<file path="src/hw/rtl/mat_pkg.sv">
// Shared types and codes for the MAC association table.
// Used by the controller, the datapath, the top level and the port checker.
`timescale 1ns / 1ps

package mat_pkg;

  localparam int unsigned MAC_W    = 48;
  localparam int unsigned STATUS_W = 3;
  localparam int unsigned SLOT_W   = 4;
  localparam int unsigned COUNT_W  = 4;

  typedef enum logic {
    OP_ASSOC    = 1'b0,
    OP_DISASSOC = 1'b1
  } op_e;

  typedef enum logic [STATUS_W-1:0] {
    ST_CLIENT_ADDED = 3'd0,
    ST_DEST_ADDED   = 3'd1,
    ST_PRESENT      = 3'd2,
    ST_REMOVED      = 3'd3,
    ST_NOT_FOUND    = 3'd4,
    ST_FULL         = 3'd5
  } status_e;

  // Controller to datapath.
  typedef struct packed {
    logic accept;    // latch the input beat, restart the client walk
    logic cscan;     // walk the client address memory
    logic dstart;    // fetch the destination row, restart the walk
    logic dscan;     // walk the destination addresses of the found client
    logic finish_c;  // commit a client-level outcome and load the result
    logic finish_d;  // commit a destination-level outcome and load the result
  } cmd_t;

  // Datapath to controller.
  typedef struct packed {
    logic c_done;      // last client slot checked this cycle
    logic d_done;      // last destination entry checked this cycle
    logic need_dscan;  // associate of a known client
  } sts_t;

endpackage

</file>
<file path="src/hw/rtl/mat_controller.sv">
// Controller of the MAC association table: sequences the client walk, the
// destination walk and the result handoff. Depends on mat_pkg.
`timescale 1ns / 1ps

module mat_controller import mat_pkg::*; (
  input  logic clk_i,
  input  logic rst_ni,
  input  logic s_valid_i,
  output logic s_ready_o,
  output logic m_valid_o,
  input  logic m_ready_i,
  input  sts_t sts_i,
  output cmd_t cmd_o
);

  typedef enum logic [4:0] {
    S_IDLE   = 5'b00001,
    S_CSCAN  = 5'b00010,
    S_DECIDE = 5'b00100,
    S_DSCAN  = 5'b01000,
    S_DUPD   = 5'b10000
  } state_e;

  state_e state_q, state_d;
  logic   out_vld_q, out_vld_d;
  logic   out_free, load;

  assign out_free = !out_vld_q || m_ready_i;

  always_comb begin
    state_d   = state_q;
    cmd_o     = '0;
    s_ready_o = 1'b0;
    load      = 1'b0;
    unique case (state_q)
      S_IDLE: begin
        s_ready_o = 1'b1;
        if (s_valid_i) begin
          cmd_o.accept = 1'b1;
          state_d      = S_CSCAN;
        end
      end
      S_CSCAN: begin
        cmd_o.cscan = 1'b1;
        if (sts_i.c_done) begin
          state_d = S_DECIDE;
        end
      end
      S_DECIDE: begin
        if (sts_i.need_dscan) begin
          cmd_o.dstart = 1'b1;
          state_d      = S_DSCAN;
        end else if (out_free) begin
          cmd_o.finish_c = 1'b1;
          load           = 1'b1;
          state_d        = S_IDLE;
        end
      end
      S_DSCAN: begin
        cmd_o.dscan = 1'b1;
        if (sts_i.d_done) begin
          state_d = S_DUPD;
        end
      end
      S_DUPD: begin
        // Hold the commit until the output register is free
        if (out_free) begin
          cmd_o.finish_d = 1'b1;
          load           = 1'b1;
          state_d        = S_IDLE;
        end
      end
      default: begin
        state_d = S_IDLE;
      end
    endcase
  end

  assign out_vld_d = load ? 1'b1 : (m_ready_i ? 1'b0 : out_vld_q);
  assign m_valid_o = out_vld_q;

  always_ff @(posedge clk_i or negedge rst_ni) begin
    if (!rst_ni) begin
      state_q   <= S_IDLE;
      out_vld_q <= 1'b0;
    end else begin
      state_q   <= state_d;
      out_vld_q <= out_vld_d;
    end
  end

endmodule

</file>
<file path="config.mk">
export PLATFORM = sky130hd
export DESIGN_NAME = mat_controller
export DESIGN_NICKNAME = d
export VERILOG_FILES = /design/src/hw/rtl/mat_pkg.sv /design/src/hw/rtl/mat_controller.sv
export SDC_FILE = /design/constraint.sdc
export NUM_CORES = 1
export LEC_CHECK = 0
export BUFFER_PORTS_ARGS = -buffer_cell sky130_fd_sc_hd__buf_2
export CORE_AREA = 2 2 39 41
export DETAILED_ROUTE_END_ITERATION = 6
export DIE_AREA = 0 0 41 43
export GPL_TIMING_DRIVEN = 0
export PLACE_DENSITY = 0.63
export SYNTH_ARGS = -nofsm -noshare
export SYNTH_HDL_FRONTEND = slang
export SYNTH_SLANG_ARGS = --single-unit
</file>
<file path="constraint.sdc">
create_clock -name clk_i -period 2.75 [get_ports clk_i]
set_input_delay 0.4125 -clock clk_i [delete_from_list [all_inputs] [get_ports clk_i]]
set_output_delay 0.4125 -clock clk_i [all_outputs]
set_load 0.02 [all_outputs]
</file>
* Word level (Yosys, flattened, before mapping)
Cells that the tools add are included.
** Storage, ports and cells
- Register bits after elaboration :: 6
- Bits in latches :: 0
- RAM bits :: 0
- Memory bits (read-only) :: 0
- Bits of input ports :: 7
- Output and inout port bits :: 8
- Memories kept :: 0
** Cells by class
- Add/subtract/negate cells :: 0
- $mul :: 0
- Div/mod/pow operators :: 0
- Order comparisons :: 0
- Equal/unequal tests :: 8
- Shift operators :: 0
- Mux-type cells :: 20
- Bitwise logic cells :: 0
- Reductions and logical operators :: 4
** Operator list (number)
- 5-bit two-way mux :: 5
- 5-bit one-hot mux with 5 select lines :: 1
- 1-bit two-way mux :: 13
- 2-bit inequality test (second input constant) :: 3
- 5-bit by 1-bit == test with 1-bit output (second input constant) :: 1
- 5-bit by 2-bit == test with 1-bit output (second input constant) :: 1
- 5-bit by 3-bit == test with 1-bit output (second input constant) :: 1
- 5-bit by 4-bit == test with 1-bit output (second input constant) :: 1
- 5-bit == test (second input constant) :: 1
- 3-bit AND reduction :: 1
- 1-bit one-hot mux with 2 select lines :: 1
- 2-bit nonzero test :: 1
- 1-bit zero test :: 1
- 1-bit logical OR :: 1

* Logic depth before layout (Yosys ltp)
- Word-level depth :: 6
- Mapped depth :: 4
- Mapped depth without buffers :: 3

* Worst setup path after synthesis
Ideal clock, no wire load.
- Path type :: flip-flop to output port
- Start :: register state_q[4]
- End :: output port s_ready_o
- Arrival time :: 1.489 ns
- Data required time :: 2.338 ns
- Setup slack :: 0.849 ns
- Cell stages (with the launch flop) :: 3
- Path buffers :: 0
- Path through :: dfrtp_1 > or2_2 > nor4b_1
** On the way
- Longest elaborated chain between the ends :: 2
** RTL lines
- start, declared :: line mat_controller.sv:24 : state_e state_q, state_d;
- start signal, assigned :: line mat_controller.sv:87 : state_q <= state_d;
- 5-bit by 1-bit == test with 1-bit output :: line mat_controller.sv:35 : unique case (state_q)
- 1-bit two-way mux :: line mat_controller.sv:35
- end, declared :: line mat_controller.sv:9 : output logic s_ready_o,
Every way passes these cells.

==> results.ini <==
[outcome]
status=finished clean

[setup_path]
worstPathRequired_ps=2340
crit_type=flip-flop to output pin
arrival_ps=1660
cp-end-kind=output pin
path_max_fanout=10
start_kind=flip-flop

[placed_design]
hpwl_um=680
placement.io_buffers=14
dp.cells=70
place_congestion=0.7121

[cells_and_area]
num-nets-final=67
antenna_cells=0
drive_gt1_frac=0.4237
layoutNonFillerInstCount=75
area_delta_synth_final_pct=31.76
fillCellCount=156

[power]
total_leakage_power_nw=0.2608
p_int_w=0.0002428
power_density_mw_per_mm2=727.6
total_power_w=0.0003815
combPwrFrac=0.426
switchingPower_w=0.0001387
seqPwrFrac=0.341
clkPwrFrac=0.233
p_sw_frac=0.3635
irDropWorstVdd_uv=345.9

[die]
die_h_um=43
dieArea_mm2=0.001763
ioPinCount=15
core_area_mm2=0.001384
start_util=0.2875
die_w_um=41
num_rows=14

[yosys]
netlist_top_cells_area=dfrtp_1, dfstp_2, nor3b_4, nor2_1, nor2b_1
synthArstFlopShare=1.000
synth-warning-count=0
ys_seq_elements=6
yosysMostFrequentCell=dfrtp_1
synth_seq_area_share=0.3805
synth_flop_cell=dfrtp_1
synth_edf_count=0
syn_area_um2=397.9
synth_commonest_cells=dfrtp_1, nor2_1, nand2_1, nor2b_1
yosysTopAreaCell=dfrtp_1
yosysUniqueCellTypes=31
synthCells=40
syn-mean-instance-area_um2=9.947
synth_fp_nets=47
synth_top_area_share=0.3145

[cts]
cts_tree=built
path_clk_slew_ps=50
clock-sinks=6
postCtsSetupRepairBufs=0
root_buffer=clkbuf_4
cts_resized=0
cts-buffers-inserted=3
clock_path_buffers=2
htreeDepth=1
insertion_delay_ps=250
hold_buffers=1

[sta]
fin_crit_ps=2072
rsz0062_at_grt=false
finalHoldViolations=0
clock_skew_ps=0.7846
fin_crit_sh=0.7536
tns_ps=0
setup_viol=0
slew_headroom=0.7971
fmax_ghz=0.4825
worstMarginPinSlew_ps=301.6
maxSlewViolCount=0

[global_routing]
grt-ovfl-total=0
track_usage=0.1102
antenna_found_initial=0
grt_pass1_wl_mm=1.283
grt_max_degree=11
grt_pass1_vias=308

[routing]
drcViolationCount=0
drt-total-wl_um=860
antenna_left=0
drtIter0Drc=4
vias_per_cell=4.867
vias=365
wl_per_cell_um=11.47
firstDrtPassIters=4

[worst_hold_path]
worst_hold_path_type=input port to flip-flop

[job]
cap_violations=0

## worst paths after layout
check | from | endpoint | slack (ps) | depth (start not counted)
max | state_q[2] | cmd_o[0] | 680 | 5
min | sts_i[2] | state_q[2] | 390 | 2
max reg2reg | state_q[2] | state_q[0] | 1370 | 4
min reg2reg | m_valid_o | m_valid_o | 560 | 2
max in group asynchronous | rst_ni | state_q[0] | 2000 | 2
min in group asynchronous | rst_ni | state_q[1] | 530 | 2
## routing by layer
| metal | vias to the layer above | track usage | share of wire |
|---|---|---|---|
| met2 | 13 | 0.1563 | 0.48 |
| met4 | 0 | 0.02000 | 0 |
| li1 | 186 | - | - |
| met5 | - | 0 | 0 |
| met1 | 166 | 0.1349 | 0.45 |
| met3 | 0 | 0.07853 | 0.069 |
## cells by family (layout without fill, tap and decap cells)
family	Yosys count	after routing	synth area share
AO/OA/AOI/OAI	7	7	0.1384
buffers and inverters	3	22	0.05029
XOR/XNOR	1	1	0.02202
flip-flops	6	6	0.3805
AND/OR/NAND/NOR	23	23	0.4089
## flip-flops by register name (all words and copies together) (netlist names)
signal and cells:
m_valid_o 1, state_q 5
## critical path, cell delays in order (launching register included)
cell	delay, ps
dfrtp_1	350
buf_2	170
or3_4	360
nor3b_2	230
and2_1	150
buf_2	150
## layout by cell type (no fill, tap or decap), drive strengths merged, types with 2 or more instances in the layout
master	Yosys	routed
buf	2	16
clkbuf	0	4
dfrtp	5	5
nand2	2	2
nor2	4	4
nor2b	2	2
nor3b	3	3
or3	2	2
## power by group through the flow
stage,clock network (W),logic (W),registers [W]
floorplan,0,0.000125,0.000127
global placement,0,0.000161,0.000131
detailed placement,0,0.000163,0.000132
CTS,0.0000935,0.000165,0.000130
global route,0.000100,0.000175,0.000132
finish,0.0000890,0.000162,0.000130
## layout make-up
type	instances	area, um^2	share of cell area
Clock buffer	4	26.28	0.05012
Tap cell	16	20.02	0.03819
Inverter	1	3.754	0.007160
Sequential cell	6	151.4	0.2888
Buffer	2	16.27	0.03103
Multi-Input combinational cell	31	226.5	0.4320
Timing Repair Buffer	15	80.08	0.1527
## per-stage QoR
stage,util,setup slack (ps),hold WS (ps),area [um^2]
after detailed placement,0.3526,931.5,245.3,488.0
after CTS,0.3788,664.7,383.5,524.3
final,0.3788,677.6,389.7,524.3
after global routing,0.3788,600.9,391.4,524.3
after global placement,0.3526,929.9,241.7,488.0
after floorplan,-,848.7,116.9,397.9
(Power assumes the default switching activity.)
